## config.mk

```make
export PLATFORM = sky130hd
export DESIGN_NAME = dixon_factor_finder_core
export DESIGN_NICKNAME = d
export VERILOG_FILES = /design/src/hdl/dff_pkg.sv /design/src/hdl/dixon_factor_finder_core.sv
export SDC_FILE = /design/constraint.sdc
export NUM_CORES = 1
export LEC_CHECK = 0
export BUFFER_PORTS_ARGS = -buffer_cell sky130_fd_sc_hd__buf_2
export CORE_MARGIN = 2
export CORE_UTILIZATION = 30
export CTS_CLUSTER_SIZE = 24
export DETAILED_ROUTE_END_ITERATION = 6
export GPL_TIMING_DRIVEN = 0
export PLACE_DENSITY_LB_ADDON = 0.3
export SETUP_SLACK_MARGIN = 0.3
export SYNTH_ARGS = -nofsm -noshare
export SYNTH_HDL_FRONTEND = slang
export SYNTH_SLANG_ARGS = --single-unit
```

## constraint.sdc

```tcl
create_clock -name clk -period 8.65 [get_ports clk]
set_clock_uncertainty 0.2 [all_clocks]
set_input_delay 1.73 -clock clk [delete_from_list [all_inputs] [get_ports clk]]
set_output_delay 1.73 -clock clk [all_outputs]
set_load 0.01 [all_outputs]
```

## src/hdl/dff_pkg.sv

```systemverilog
// Package for the Dixon factor finder: widths, factor base, status codes, states.
// No dependencies.
`default_nettype none

package dff_pkg;

	localparam int NUM_W = 16;
	localparam int NPRIMES = 4;
	localparam int MAX_REL = NPRIMES + 1;
	localparam int REL_W = $clog2(MAX_REL + 1);
	localparam int MASK_W = MAX_REL + 1;
	localparam int OMASK_W = MAX_REL;
	localparam int EXP_W = $clog2(NUM_W);
	localparam int SUM_W = $clog2(MAX_REL * (NUM_W - 1) + 1);
	localparam int J_W = $clog2(NPRIMES);
	localparam int CNT_W = $clog2(NUM_W);
	localparam int ROOT_W = NUM_W / 2 + 1;
	localparam int ST_W = 2;

	// primes up to the factor base limit of 7
	localparam logic [NUM_W-1:0] PRIMES [NPRIMES] = '{
		NUM_W'(2), NUM_W'(3), NUM_W'(5), NUM_W'(7)
	};

	localparam logic [ST_W-1:0] ST_FACTOR  = 2'd0;
	localparam logic [ST_W-1:0] ST_TRIVIAL = 2'd1;
	localparam logic [ST_W-1:0] ST_NONE    = 2'd2;

	typedef logic [EXP_W-1:0] exp_t;
	typedef exp_t [NPRIMES-1:0] exp_vec_t;

	typedef enum logic [4:0] {
		S_IDLE,
		S_SQRT,
		S_SCHK,
		S_MUL,
		S_SQ_RET,
		S_TRIAL,
		S_DIV,
		S_TRIAL_RET,
		S_SMOOTH,
		S_NEXT,
		S_SUB_TEST,
		S_SUB_ACC,
		S_SUB_EVAL,
		S_XP,
		S_XP_RET,
		S_YP,
		S_YP_RET,
		S_GCD_INIT,
		S_GCD_TWO,
		S_GCD_RUN,
		S_COF_RET,
		S_DONE
	} dff_state_t;

endpackage

`default_nettype wire

```

## src/hdl/dixon_factor_finder_core.sv

```systemverilog
// Dixon factor finder: sequencer with bit-serial modular multiplier, divider and gcd.
// Depends on dff_pkg.
`default_nettype none

// One number is taken at a time; in_ready is high only while the core is idle, and a
// finished result waits in the output register while the next number is taken, but a
// later result holds the core in S_DONE until that register is free. Steps per number:
// the ceiling root by an incremental square search, then per candidate the bit-serial
// squaring mod n and a trial division by 2, 3, 5, 7 for each prime and for each prime
// factor removed, for at most n candidates; then the subset scan over up to 31 subsets,
// a modular product for each root and each half power, the binary gcd and a division
// for the cofactor. The 16-step shift-add multiplier and the 16-step restoring divider
// do the arithmetic.
module dixon_factor_finder_core (
	input  wire logic                                clk,
	input  wire logic                                arst_n,
	input  wire logic                                in_valid,
	output logic                                     in_ready,
	input  wire logic [dff_pkg::NUM_W-1:0]           number,
	output logic                                     out_valid,
	input  wire logic                                out_ready,
	output logic [dff_pkg::ST_W-1:0]                 status,
	output logic [dff_pkg::NUM_W-1:0]                divisor,
	output logic [dff_pkg::NUM_W-1:0]                cofactor,
	output logic [dff_pkg::NUM_W-1:0]                x_product,
	output logic [dff_pkg::NUM_W-1:0]                y_product,
	output logic [dff_pkg::OMASK_W-1:0]              chosen_subset,
	output logic [dff_pkg::REL_W-1:0]                relations_found
);
	import dff_pkg::*;

	dff_state_t state_q, state_d, ret_q;
	logic out_valid_q;

	logic [NUM_W-1:0] n_q;
	logic [NUM_W:0] sq_q;
	logic [ROOT_W-1:0] rt_q;
	logic [NUM_W-1:0] xr_q, budget_q, res_q;
	logic [REL_W-1:0] rel_q, i_q;
	exp_vec_t ex_q;
	logic [J_W:0] pj_q;
	logic [MASK_W-1:0] mask_q;
	logic [SUM_W-1:0] sums_q [NPRIMES];
	logic [SUM_W-2:0] k_q;
	logic [NUM_W-1:0] xp_q, yp_q, ga_q, gb_q, dv_q, cf_q;
	logic [CNT_W-1:0] gk_q, cnt_q;
	logic [ST_W-1:0] st_q;

	logic [NUM_W-1:0] mm_a_q, mm_b_q, mm_acc_q;
	logic [NUM_W-1:0] div_q_q, div_r_q, div_d_q;

	logic [NUM_W-1:0] root_mem [MAX_REL];
	exp_vec_t exp_mem [MAX_REL];

	logic [NUM_W:0] n17, mm_t1, mm_t1r, mm_t2, mm_t3, dv_t, dv_new, xr_inc;
	logic dv_ge, cnt_last, sq_done, search_go, all_even, rem_zero, load_out;
	logic [MASK_W-1:0] mask_lim;
	logic [NUM_W-1:0] one_mod, gcd_res;

	assign n17 = {1'b0, n_q};
	assign mm_t1 = {mm_acc_q, 1'b0};
	assign mm_t1r = (mm_t1 >= n17) ? mm_t1 - n17 : mm_t1;
	assign mm_t2 = mm_b_q[NUM_W-1] ? mm_t1r + {1'b0, mm_a_q} : mm_t1r;
	assign mm_t3 = (mm_t2 >= n17) ? mm_t2 - n17 : mm_t2;

	assign dv_t = {div_r_q, div_q_q[NUM_W-1]};
	assign dv_ge = dv_t >= {1'b0, div_d_q};
	assign dv_new = dv_ge ? dv_t - {1'b0, div_d_q} : dv_t;

	assign cnt_last = cnt_q == CNT_W'(NUM_W - 1);
	assign sq_done = sq_q >= n17;
	assign search_go = (rel_q != REL_W'(MAX_REL)) && (budget_q != '0) && (n_q != '0);
	assign mask_lim = MASK_W'(1) << rel_q;
	assign rem_zero = div_r_q == '0;
	assign xr_inc = {1'b0, xr_q} + 1'b1;
	assign one_mod = (n_q == NUM_W'(1)) ? '0 : NUM_W'(1);
	assign gcd_res = gb_q << gk_q;
	assign load_out = (state_q == S_DONE) && (!out_valid_q || out_ready);

	always_comb begin
		all_even = 1'b1;
		for (int j = 0; j < NPRIMES; j++) begin
			if (sums_q[j][0]) begin
				all_even = 1'b0;
			end
		end
	end

	always_comb begin
		state_d = state_q;
		case (state_q)
			S_IDLE: if (in_valid) state_d = S_SQRT;
			S_SQRT: if (sq_done) state_d = S_SCHK;
			S_SCHK: state_d = search_go ? S_MUL : S_SUB_TEST;
			S_MUL: if (cnt_last) state_d = ret_q;
			S_DIV: if (cnt_last) state_d = ret_q;
			S_SQ_RET: state_d = (mm_acc_q == '0) ? S_NEXT : S_TRIAL;
			S_TRIAL: state_d = S_DIV;
			S_TRIAL_RET: begin
				if (rem_zero || pj_q != (J_W+1)'(NPRIMES - 1)) begin
					state_d = S_TRIAL;
				end else begin
					state_d = S_SMOOTH;
				end
			end
			S_SMOOTH: state_d = S_NEXT;
			S_NEXT: state_d = S_SCHK;
			S_SUB_TEST: state_d = (mask_q >= mask_lim) ? S_DONE : S_SUB_ACC;
			S_SUB_ACC: if (i_q == rel_q) state_d = S_SUB_EVAL;
			S_SUB_EVAL: state_d = all_even ? S_XP : S_SUB_TEST;
			S_XP: begin
				if (i_q == rel_q) begin
					state_d = S_YP;
				end else if (mask_q[i_q]) begin
					state_d = S_MUL;
				end
			end
			S_XP_RET: state_d = S_XP;
			S_YP: begin
				if (pj_q == (J_W+1)'(NPRIMES)) begin
					state_d = S_GCD_INIT;
				end else if (k_q != sums_q[pj_q[J_W-1:0]][SUM_W-1:1]) begin
					state_d = S_MUL;
				end
			end
			S_YP_RET: state_d = S_YP;
			S_GCD_INIT: state_d = S_GCD_TWO;
			S_GCD_TWO: if (ga_q == '0 || ga_q[0] || gb_q[0]) state_d = S_GCD_RUN;
			S_GCD_RUN: if (ga_q == '0) state_d = S_DIV;
			S_COF_RET: state_d = S_DONE;
			S_DONE: if (load_out) state_d = S_IDLE;
			default: state_d = S_IDLE;
		endcase
	end

	always_comb begin
		in_ready = state_q == S_IDLE;
		out_valid = out_valid_q;
	end

	always_ff @(posedge clk or negedge arst_n) begin
		if (!arst_n) begin
			state_q <= S_IDLE;
			out_valid_q <= 1'b0;
		end else begin
			state_q <= state_d;
			if (load_out) begin
				out_valid_q <= 1'b1;
			end else if (out_ready) begin
				out_valid_q <= 1'b0;
			end
		end
	end

	always_ff @(posedge clk) begin
		case (state_q)
			S_IDLE: begin
				n_q <= number;
				sq_q <= '0;
				rt_q <= '0;
			end
			S_SQRT: begin
				if (sq_done) begin
					xr_q <= (n_q == NUM_W'(rt_q)) ? '0 : NUM_W'(rt_q);
					budget_q <= n_q;
					rel_q <= '0;
					mask_q <= MASK_W'(1);
				end else begin
					sq_q <= sq_q + (NUM_W+1)'({rt_q, 1'b1});
					rt_q <= rt_q + 1'b1;
				end
			end
			S_SCHK: begin
				mm_a_q <= xr_q;
				mm_b_q <= xr_q;
				mm_acc_q <= '0;
				cnt_q <= '0;
				ret_q <= S_SQ_RET;
				budget_q <= budget_q - 1'b1;
			end
			S_MUL: begin
				mm_acc_q <= mm_t3[NUM_W-1:0];
				mm_b_q <= mm_b_q << 1;
				cnt_q <= cnt_q + 1'b1;
			end
			S_DIV: begin
				div_r_q <= dv_new[NUM_W-1:0];
				div_q_q <= {div_q_q[NUM_W-2:0], dv_ge};
				cnt_q <= cnt_q + 1'b1;
			end
			S_SQ_RET: begin
				res_q <= mm_acc_q;
				ex_q <= '0;
				pj_q <= '0;
			end
			S_TRIAL: begin
				div_q_q <= res_q;
				div_r_q <= '0;
				div_d_q <= PRIMES[pj_q[J_W-1:0]];
				cnt_q <= '0;
				ret_q <= S_TRIAL_RET;
			end
			S_TRIAL_RET: begin
				if (rem_zero) begin
					res_q <= div_q_q;
					ex_q[pj_q[J_W-1:0]] <= ex_q[pj_q[J_W-1:0]] + 1'b1;
				end else begin
					pj_q <= pj_q + 1'b1;
				end
			end
			S_SMOOTH: begin
				if (res_q == NUM_W'(1)) begin
					root_mem[rel_q] <= xr_q;
					exp_mem[rel_q] <= ex_q;
					rel_q <= rel_q + 1'b1;
				end
			end
			S_NEXT: xr_q <= (xr_inc == n17) ? '0 : xr_inc[NUM_W-1:0];
			S_SUB_TEST: begin
				if (mask_q >= mask_lim) begin
					st_q <= ST_NONE;
					dv_q <= '0;
					cf_q <= '0;
					xp_q <= '0;
					yp_q <= '0;
					mask_q <= '0;
				end else begin
					for (int j = 0; j < NPRIMES; j++) sums_q[j] <= '0;
					i_q <= '0;
				end
			end
			S_SUB_ACC: begin
				if (i_q != rel_q) begin
					if (mask_q[i_q]) begin
						for (int j = 0; j < NPRIMES; j++) begin
							sums_q[j] <= sums_q[j] + SUM_W'(exp_mem[i_q][j]);
						end
					end
					i_q <= i_q + 1'b1;
				end
			end
			S_SUB_EVAL: begin
				if (all_even) begin
					xp_q <= one_mod;
					i_q <= '0;
				end else begin
					mask_q <= mask_q + 1'b1;
				end
			end
			S_XP: begin
				if (i_q == rel_q) begin
					yp_q <= one_mod;
					pj_q <= '0;
					k_q <= '0;
				end else if (mask_q[i_q]) begin
					mm_a_q <= xp_q;
					mm_b_q <= root_mem[i_q];
					mm_acc_q <= '0;
					cnt_q <= '0;
					ret_q <= S_XP_RET;
				end else begin
					i_q <= i_q + 1'b1;
				end
			end
			S_XP_RET: begin
				xp_q <= mm_acc_q;
				i_q <= i_q + 1'b1;
			end
			S_YP: begin
				if (pj_q != (J_W+1)'(NPRIMES)) begin
					if (k_q == sums_q[pj_q[J_W-1:0]][SUM_W-1:1]) begin
						pj_q <= pj_q + 1'b1;
						k_q <= '0;
					end else begin
						mm_a_q <= yp_q;
						mm_b_q <= PRIMES[pj_q[J_W-1:0]];
						mm_acc_q <= '0;
						cnt_q <= '0;
						ret_q <= S_YP_RET;
					end
				end
			end
			S_YP_RET: begin
				yp_q <= mm_acc_q;
				k_q <= k_q + 1'b1;
			end
			S_GCD_INIT: begin
				ga_q <= (xp_q > yp_q) ? xp_q - yp_q : yp_q - xp_q;
				gb_q <= n_q;
				gk_q <= '0;
			end
			S_GCD_TWO: begin
				if (ga_q != '0 && !ga_q[0] && !gb_q[0]) begin
					ga_q <= ga_q >> 1;
					gb_q <= gb_q >> 1;
					gk_q <= gk_q + 1'b1;
				end
			end
			S_GCD_RUN: begin
				if (ga_q == '0) begin
					dv_q <= gcd_res;
					div_q_q <= n_q;
					div_r_q <= '0;
					div_d_q <= gcd_res;
					cnt_q <= '0;
					ret_q <= S_COF_RET;
				end else if (!ga_q[0]) begin
					ga_q <= ga_q >> 1;
				end else if (!gb_q[0]) begin
					gb_q <= gb_q >> 1;
				end else if (ga_q >= gb_q) begin
					ga_q <= ga_q - gb_q;
				end else begin
					gb_q <= gb_q - ga_q;
				end
			end
			S_COF_RET: begin
				cf_q <= div_q_q;
				st_q <= (dv_q != NUM_W'(1) && dv_q != n_q) ? ST_FACTOR : ST_TRIVIAL;
			end
			S_DONE: begin
				if (load_out) begin
					status <= st_q;
					divisor <= dv_q;
					cofactor <= cf_q;
					x_product <= xp_q;
					y_product <= yp_q;
					chosen_subset <= mask_q[OMASK_W-1:0];
					relations_found <= rel_q;
				end
			end
			default: ;
		endcase
	end

endmodule

`default_nettype wire

```

After elaboration in Yosys (flattened, before gate mapping)
Memory sizes are Yosys's and may differ from the RTL's. A register that Yosys moved wholly into a read port is not among the register bits.
Index checks and enable logic that the tools add are counted.
Operators by class
  add/sub/neg operators: 24
  order comparisons: 11
  equal/unequal tests: 67
  shift-type cells: 2
  multiplexer cells: 149
  bitwise operators: 5
  reductions and logical operators: 71
Operators with widths (count)
  16-bit 2-to-1 mux: 38
  16-bit one-hot mux with 3 select lines: 7
  16-bit one-hot mux with 2 select lines: 7
  16-bit one-hot mux with 4 select lines: 2
  5-bit one-hot mux with 21 select lines: 1
  16-bit subtractor: 6
  5-bit 2-to-1 mux: 17
  17-bit by 16-bit greater-or-equal comparator with 1-bit output: 4
  17-bit 2-to-1 mux: 3
  2-bit inequality test, second input constant: 25
  16-bit logical NOT: 3
  16-bit nonzero test: 3
  4-bit 2-to-1 mux: 11
  3-bit 2-to-1 mux: 14
  5-bit by 4-bit equality test with 1-bit output, second input constant: 8
  6-bit 2-to-1 mux: 6
  6-bit one-hot mux with 3 select lines: 2
  17-bit one-hot mux with 2 select lines: 1
  16-bit binary-select mux with 2-bit select: 1
  16-bit by 1-bit equality test with 1-bit output, second input constant: 2
  5-bit equality test, second input constant: 6
  7-bit by 4-bit adder with 7-bit output: 4
  7-bit 2-to-1 mux: 4
  5-bit one-hot mux with 5 select lines: 1
  other kinds (65): 153
Word-level totals
  register bits: 414
  RAM bits: 188
  bits of input ports: 20
  logic and storage cells: 374
  memories kept: 3
Memory list
  exp_mem: depth 5, bits a word 16, read ports 1, clocked after memory_dff 1, write ports 1, line dixon_factor_finder_core.sv:53  | exp_vec_t exp_mem [MAX_REL];
  root_mem: depth 5, bits a word 16, read ports 1, clocked after memory_dff 1, write ports 1, line dixon_factor_finder_core.sv:52  | logic [NUM_W-1:0] root_mem [MAX_REL];
  sums_q: depth 4, bits a word 7, read ports 5, clocked after memory_dff 1, write ports 4, line dixon_factor_finder_core.sv:43  | logic [SUM_W-1:0] sums_q [NPRIMES];

Logic depth before layout (Yosys ltp)
Gate-level depths: netlist of the first run.
An unclocked memory read counts as a cell.
  depth after elaboration: 8
  depth in mapped cells: 31
  mapped depth without buffers: 27

Least setup slack after synthesis of the first run
No wires, ideal clock.
  kind: flip-flop to flip-flop
  start: register n_q[1]
  end: register mm_acc_q[14] (data pin)
  library setup time: 0.260 ns
  data arrival time: 6.156 ns
  data required time: 8.190 ns
  path slack: 2.034 ns
  cell stages (with the launch flop): 28
  period minus slack after synthesis: 6.616 ns
  path through: edfxtp_1 > clkbuf_1 > inv_1 > ha_1 > nor2b_1 > o31a_4 > o41ai_4 > a21o_2 > o21ai_2 > buf_6 > buf_6 > mux2i_1 > inv_1 > ha_1 > a21o_1 > a41oi_1 > and3b_1 > nor2_1 > a21o_1 > xor2_1 > mux2_2 > ha_1 > a21o_1 > a221oi_4 > o21ai_1 > a221o_1 > nor2_2 > mux2_2
On the way
  longest elaborated chain between the ends: 7
  elaborated cells on any way between the ends: 9
  those cells by class: 3 x add/sub; 2 x order compare; 4 x mux
Ends and longest elaborated chain
  from (decl): line dixon_factor_finder_core.sv:35  | logic [NUM_W-1:0] n_q;
  from (signal assigned): line dixon_factor_finder_core.sv:158  | n_q <= number;
  17-bit by 16-bit subtractor with 17-bit output or 17-bit by 16-bit greater-or-equal comparator with 1-bit output (tied branches): line dixon_factor_finder_core.sv:62  | assign mm_t1r = (mm_t1 >= n17) ? mm_t1 - n17 : mm_t1;
  17-bit 2-to-1 mux: line dixon_factor_finder_core.sv:62
  17-bit by 16-bit adder with 17-bit output: line dixon_factor_finder_core.sv:63  | assign mm_t2 = mm_b_q[NUM_W-1] ? mm_t1r + {1'b0, mm_a_q} : mm_t1r;
  17-bit 2-to-1 mux: line dixon_factor_finder_core.sv:63
  16-bit subtractor or 17-bit by 16-bit greater-or-equal comparator with 1-bit output (tied branches): line dixon_factor_finder_core.sv:64  | assign mm_t3 = (mm_t2 >= n17) ? mm_t2 - n17 : mm_t2;
  16-bit 2-to-1 mux (*): line dixon_factor_finder_core.sv:64
  16-bit one-hot mux with 4 select lines (*): line dixon_factor_finder_core.sv:156  | case (state_q)
  to (signal assigned): line dixon_factor_finder_core.sv:182  | mm_acc_q <= mm_t3[NUM_W-1:0];
  to (decl): line dixon_factor_finder_core.sv:49  | logic [NUM_W-1:0] mm_a_q, mm_b_q, mm_acc_q;
Mark *: on every way between the ends. The rest lies on a longest branch, timed or not.
A chain may end at the register's enable or synchronous reset.

Worst setup path after layout of the first run
  start: register n_q[12]
  end: register mm_acc_q[0] (data pin)
On the way
  longest elaborated chain between the ends: 7
  elaborated cells on any way between the ends: 9
  those cells by class: 3 x add/sub; 2 x order compare; 4 x mux
Ends and longest elaborated chain (line)
  17-bit by 16-bit subtractor with 17-bit output or 17-bit by 16-bit greater-or-equal comparator with 1-bit output (tied branches): dixon_factor_finder_core.sv:62
  17-bit 2-to-1 mux: dixon_factor_finder_core.sv:62
  17-bit by 16-bit adder with 17-bit output: dixon_factor_finder_core.sv:63
  17-bit 2-to-1 mux: dixon_factor_finder_core.sv:63
  17-bit by 16-bit greater-or-equal comparator with 1-bit output or 16-bit subtractor (tied branches): dixon_factor_finder_core.sv:64
  16-bit 2-to-1 mux (*): dixon_factor_finder_core.sv:64
  16-bit one-hot mux with 4 select lines (*): dixon_factor_finder_core.sv:156
Marked as above.

==> impl_metrics.py, run 1 <==
metrics = {
    "pwr": {
        "leakagePower_nw": 14.8,
        "irDropWorstVdd_mv": 0.236,
        "power_density_nw_per_um2": 377,
        "finalPower_w": 0.0151,
    },
    "setup_path": {
        "critPathRequiredTime_ps": 8840,
        "r2r-end": "mm_acc_q[0]",
        "arrival_ps": 8270,
        "reg2regPathDepth": 27,
        "r2r-start": "n_q[12]",
        "crit_slowest_cell": "edfxtp_1",
        "critical-path-max-stage-delay_ps": 830,
        "r2r_setup_slack_ps": 570,
        "crit_fanout": 10,
        "critPathBufInv": 5,
        "start_kind": "flip-flop",
        "crit_family": "compound AO/OA/AOI/OAI gates",
        "critPathCaptureType": "flip-flop",
        "crit_type": "flip-flop to flip-flop",
    },
    "final_layout": {
        "final_util_pct": 34.9,
        "layout.nets": 3470,
        "fillers": 11346,
        "drive_gt1_share_pct": 12.4,
        "area.growth.synth_to_final_pct": 15.1,
    },
    "placement": {
        "dp_hpwl_microns": 81500,
        "gp_congestion": 0.938,
        "io_buffers": 95,
        "dpl_worst_slack_ps": 197,
    },
    "route": {
        "drt-total-wl_microns": 107000,
        "ant_nets": 0,
        "firstDrtPassIters": 6,
        "wl_per_cell_microns": 22.2,
        "drc_errors": 0,
        "drtIter0Drc": 2789,
        "post_drt_via_cell_ratio": 5.27,
        "vias": 25325,
    },
    "timing": {
        "rsz0062_at_grt": "false",
        "hold_viol": 0,
        "fmax_mhz": 124,
        "setup-violations-final": 0,
        "slew_headroom_pct": -15.0,
        "drv_slew": 7,
        "fin_crit_ps": 8080,
        "setup_tns_ps": 0,
        "fin_ws_ps": 566,
        "whs_ps": 217,
        "worst_slew_pin_slew_ps": 1710,
        "period_share_pct": 93.5,
    },
    "clock_network": {
        "clock_latency_ps": 640,
        "cts_tree": "done",
        "clock_path_buffers": 3,
        "clk_pin_slew_worst_paths_ps": 60,
        "postCtsHoldBufs": 0,
        "clock-root-buffer": "clkbuf_16",
        "cts_buffers": 72,
        "h-tree-depth": 3,
        "clkSinkCount": 607,
    },
    "yosys": {
        "ys_types": 110,
        "synth_xor_area_share_pct": 5.16,
        "syn_inst": 3043,
        "synthArstFlopShare_pct": 0.988,
        "avgSynthCellArea_sq_um": 11.4,
        "synth-adder-area-share_pct": 7.80,
        "synth_compound_area_share_pct": 12.6,
        "synth_top_family_by_area": "simple AND/OR/NAND/NOR gates",
        "synth_nets": 3272,
        "ys.warnings.count": 0,
        "synth_edf_count": 596,
        "ys_ff_latch": 607,
        "yosys.area_share.simple_pct": 12.8,
        "synth_area_sq_um": 34800,
        "seq_area_frac_synth_pct": 52.2,
        "synth_ff_type": "edfxtp_1",
        "synth_mux_area_share_pct": 5.80,
    },
    "die": {
        "start_util_pct": 30.3,
        "dieArea_sq_um": 119000,
        "io_pins": 96,
        "row_count": 124,
        "core_sq_um": 115000,
        "die_w_microns": 345,
        "dieHeight_microns": 345,
    },
    "status": {
        "status": "finished, violations left",
        "failed_checks": "max-capacitance violations, max-slew violations",
    },
    "run": {
        "cap_viol_max_count": 2,
    },
    "global_routing": {
        "antenna_found_initial": 3,
        "grt_overflow": 0,
        "grt_pass1_wl_microns": 158000,
        "grt_max_degree": 32,
        "first_global_vias": 24523,
        "track_usage_pct": 17.7,
    },
    "worst_hold_path": {
        "worst_hold_path_type": "flip-flop to flip-flop",
        "hold_start": "cf_q[4]",
        "hold_depth": 0,
        "min_to": "cofactor[4]",
    },
}
==> worst max-delay path by stage <==
stage	slack, ps	from	end	cells past startpoint
global placement	180	n_q[8]	mm_acc_q[12]	28
CTS	440	n_q[5]	mm_acc_q[12]	28
finish	570	n_q[12]	mm_acc_q[0]	27
detailed placement	200	n_q[8]	mm_acc_q[12]	28
global route	310	n_q[12]	mm_acc_q[0]	27
floorplan	2030	n_q[1]	mm_acc_q[14]	27
==> per-stage QoR <==
step,area (sq um),instances
after floorplan,34800,3043
after global placement,37200,4650
after detailed placement,37600,4673
after CTS,40000,4802
after global routing,40100,4808
final,40100,4809
==> routing by layer <==
layer  vias to the layer above  GRT usage [%]  wire, microns
li1                      11728              -              -
met1                     12463           24.7          47200
met2                       948           28.2          49000
met3                       184           3.22           7720
met4                         2           5.04           2790
met5                         -              0             13
==> cell usage after synthesis (22+ instances only) <==
master | n | area [sq um]
a211oi_1 | 45 | 338
a21o_1 | 60 | 450
a21oi_1 | 140 | 701
a22oi_1 | 28 | 210
a31oi_1 | 22 | 138
and2_1 | 56 | 350
buf_1 | 23 | 86.3
clkbuf_1 | 91 | 342
edfxtp_1 | 596 | 17900
ha_1 | 196 | 2450
inv_1 | 179 | 672
mux2_2 | 24 | 270
mux2i_1 | 60 | 601
mux4_2 | 44 | 991
nand2_1 | 263 | 987
nand2b_1 | 25 | 156
nand3_1 | 63 | 315
nand4_1 | 42 | 263
nor2_1 | 247 | 927
nor2b_1 | 45 | 282
nor3_1 | 67 | 335
nor4_1 | 36 | 225
o21a_1 | 22 | 165
o21ai_0 | 107 | 536
o21ai_1 | 33 | 165
o221ai_1 | 33 | 289
xnor2_1 | 101 | 885
xor2_1 | 97 | 850
==> worst reg2reg max path: stages (launching register included) <==
cell and delay, ps:
edfxtp_1 830, clkinvlp_4 480, ha_1 380, buf_2 170
nand4_1 150, nor4_1 380, or4_4 210, a21oi_2 40
o21ai_2 130, buf_6 220, buf_6 190, mux2i_1 390
inv_1 80, ha_1 280, a21o_1 180, a41oi_1 270
and3b_1 280, nor2_1 100, a21o_1 200, xor2_1 130
mux2_2 290, ha_1 360, a21o_1 210, a221oi_4 350
o21ai_1 190, a221o_1 480, or4_1 490, o31ai_1 150
==> cell families after synthesis <==
logic type      after synthesis
buf+inv                     320
fa+ha+maj                   209
compound gates              637
mux                         140
simple gates                929
xor+xnor                    201
flops                       607
==> area by class of cell <==
class / instances / area, sq um / share of cell area (%)
flip-flops and latches: 607 / 18100 / 45.3
multi-input cells: 2116 / 15500 / 38.6
clock buffers: 90 / 1980 / 4.93
well taps: 1512 / 1890 / 4.72
repair buffers: 124 / 872 / 2.18
inverters: 184 / 698 / 1.74
plain buffers: 136 / 593 / 1.48
clock inverters: 39 / 403 / 1.01
diodes: 1 / 2.50 / 0.00625
==> state kept, by name, indices dropped and copies added, names as in the netlist, 17 cells and up, named ones only <==
signal / flops
root_mem: 80
sums_q: 28
exp_mem: 80
sq_q: 17
==> power by group <==
| group | internal (W) | total [W] | switching [W] |
|---|---|---|---|
| sequential | 0.00400 | 0.00457 | 0.000572 |
| clock | 0.00186 | 0.00310 | 0.00124 |
| combinational | 0.00288 | 0.00744 | 0.00456 |
==> layout by cell type (no fill, tap or decap), types with 63 or more instances in the layout <==
cell | synthesis | layout
a21oi_1 | 140 | 137
nor3_1 | 67 | 63
xnor2_1 | 101 | 101
clkbuf_16 | 0 | 77
nand2_1 | 263 | 263
o21ai_0 | 107 | 105
inv_1 | 179 | 177
buf_2 | 14 | 109
clkbuf_1 | 91 | 94
ha_1 | 196 | 196
nand3_1 | 63 | 63
edfxtp_1 | 596 | 596
nor2_1 | 247 | 247
xor2_1 | 97 | 97
==> timing repair <==
item                                   in CTS  in global routing
resized for setup                           5                 16
setup endpoints to repair                  12                 16
endpoints found under the hold margin       0                  0
pin swaps                                   0                  0
setup buffers                               0                  5
(Power assumes the default switching activity.)
==> run 2: changes to the inputs <==
Settings changed: ABC_AREA from default to 1, CTS_CLUSTER_SIZE 24 to default.
==> impl_metrics.py, run 2 <==
metrics = {
    "die": {
        "row_count": 126,
        "dieArea_sq_um": 122000,
        "dieHeight_microns": 349,
        "io_pins": 96,
        "core_sq_um": 118000,
        "die_w_microns": 349,
        "start_util_pct": 30.3,
    },
    "final_layout": {
        "final_cell_mix": "808 x nand2_1, 596 x edfxtp_1, 476 x inv_1",
        "reg.largest.list": "exp_mem x80, root_mem x80, sums_q x28",
        "area.growth.synth_to_final_pct": 14.8,
        "final_util_pct": 34.8,
        "drive_gt1_share_pct": 8.64,
        "layout.nets": 4399,
        "final_common_cell": "nand2_1",
    },
    "route": {
        "drtIter0Drc": 2689,
        "firstDrtPassIters": 6,
        "drt-total-wl_microns": 119000,
        "ant_nets": 0,
        "vias": 29423,
        "post_drt_via_cell_ratio": 5.11,
        "drc_errors": 0,
        "wl_per_cell_microns": 20.7,
    },
    "yosys": {
        "seq_area_frac_synth_pct": 50.7,
        "ys_types": 66,
        "synthArstFlopShare_pct": 0.988,
        "yosysTopAreaCell": "edfxtp_1",
        "synth_edf_count": 596,
        "synth_nets": 4196,
        "ys_ff_latch": 607,
        "synthTopCellsByArea": "edfxtp_1 50%, nand2_1 8.5%, ha_1 6.9%",
        "synth.most_common_cell": "nand2_1",
        "avgSynthCellArea_sq_um": 9.02,
        "ys.warnings.count": 0,
        "netlist.area_leader.share_pct": 50.0,
        "synth_area_sq_um": 35800,
        "synthTopCellsByCount": "809 x nand2_1, 596 x edfxtp_1, 480 x nor2_1",
        "syn_inst": 3967,
        "synth_ff_type": "edfxtp_1",
    },
    "pwr": {
        "power_density_nw_per_um2": 404,
        "leakagePower_nw": 17.0,
        "irDropWorstVdd_mv": 0.240,
    },
    "status": {
        "status": "completed",
    },
    "global_routing": {
        "first_global_vias": 27860,
        "grt_pass1_wl_microns": 177000,
        "grt_overflow": 0,
        "antenna_found_initial": 3,
        "track_usage_pct": 19.1,
        "grt_max_degree": 33,
    },
    "setup_path": {
        "crit_path_start": "n_q[9]",
        "crit_type": "flip-flop to flip-flop",
        "critical-path-max-stage-delay_ps": 650,
        "critPathRequiredTime_ps": 8850,
        "crit_slowest_cell": "clkbuf_1",
        "crit_top_cell": "nand2_1",
        "critPathCaptureType": "flip-flop",
        "crit_fanout": 10,
        "arrival_ps": 7330,
        "start_kind": "flip-flop",
        "r2r-start": "n_q[9]",
    },
    "clock_network": {
        "post_cts_resized": 0,
        "clock_path_buffers": 3,
        "h-tree-depth": 3,
        "postCtsHoldBufs": 0,
        "clk_pin_slew_worst_paths_ps": 60,
        "cts_setup_buffers": 0,
        "cts_buffers": 73,
        "clock_latency_ps": 670,
        "clock-root-buffer": "clkbuf_16",
        "cts_tree": "done",
        "clkSinkCount": 607,
    },
    "timing": {
        "drv_slew": 0,
        "rsz0062_at_grt": "false",
        "worst_slew_pin_slew_ps": 1310,
        "setup_tns_ps": 0,
        "period_share_pct": 82.5,
        "setup-violations-final": 0,
        "slew_headroom_pct": 11.6,
        "fin_crit_ps": 7130,
        "fmax_mhz": 140,
        "hold_viol": 0,
    },
    "placement": {
        "io_buffers": 95,
        "gp_congestion": 0.964,
        "dp_hpwl_microns": 91500,
    },
    "worst_hold_path": {
        "worst_hold_path_type": "flip-flop to flip-flop",
        "hold_start": "cf_q[4]",
    },
    "run": {
        "cap_viol_max_count": 0,
    },
}
run 2: cells by family (layout without fill, tap and decap cells):
family | Yosys count | count (layout) | share of synthesized area [%]
other | 0 | 1 | 0
xor gates and xnor gates | 142 | 142 | 3.51
DFF | 607 | 607 | 50.7
and+or+nand+nor | 1673 | 1673 | 19.7
adders and majority gates | 209 | 209 | 7.58
buffers and inverters | 620 | 879 | 6.83
muxes | 3 | 3 | 0.119
AOI/OAI and AO/OA | 713 | 713 | 11.6
run 2: report_power, final:
part	internal (W)	switching [W]	total, W
Clock	0.00180	0.00133	0.00313
Sequential	0.00409	0.000622	0.00472
Combinational	0.00292	0.00583	0.00875
run 2: final timing paths:
check,slack [ps],cells after the start,end
hold reg to reg,200,0,cofactor[4]
setup / recovery,1520,36,mm_acc_q[15]
hold / removal,200,0,cofactor[4]
setup reg to reg,1520,36,mm_acc_q[15]
min in group asynchronous,690,1,state_q[3]
max in group asynchronous,7370,1,state_q[1]
run 2: worst max-delay path, delay by kind of cell (launching register included):
family,cells,cell delay [ps]
xor+xnor,1,190
flops,1,330
compound gates,3,450
simple gates,20,2370
fa+ha+maj,4,1510
buf+inv,8,1810
run 2: per-layer routing:
layer | vias to the layer above | share of wire (%) | global-route usage (%)
met5 | - | 0.020 | 0
met4 | 4 | 2.7 | 5.91
met2 | 1075 | 45 | 30.3
li1 | 13993 | - | -
met3 | 187 | 7.2 | 2.91
met1 | 14164 | 45 | 26.9
run 2: through the flow:
stage | cells | hold slack (ps) | cell area [sq um] | setup slack, ps | power, W
3_3_place_gp | 5598 | 207 | 38200 | -2890 | 0.0133
4_1_cts | 5760 | 189 | 41000 | 1590 | 0.0165
5_1_grt | 5762 | 207 | 41100 | 1020 | 0.0178
2_1_floorplan | 3967 | 200 | 35800 | 1050 | 0.0106
3_5_place_dp | 5629 | 207 | 38600 | 1600 | 0.0134
6_report | 5763 | 197 | 41100 | 1520 | 0.0166
run 2: area by class of cell:
class | count | area [sq um]
well taps | 1536 | 1920
repair buffers | 128 | 923
clock buffers | 86 | 1900
clock inverters | 45 | 508
inverters | 504 | 1890
plain buffers | 116 | 549
flip-flops and latches | 607 | 18100
fillers | 12211 | 77100
diodes | 1 | 2.50
multi-input cells | 2740 | 15300
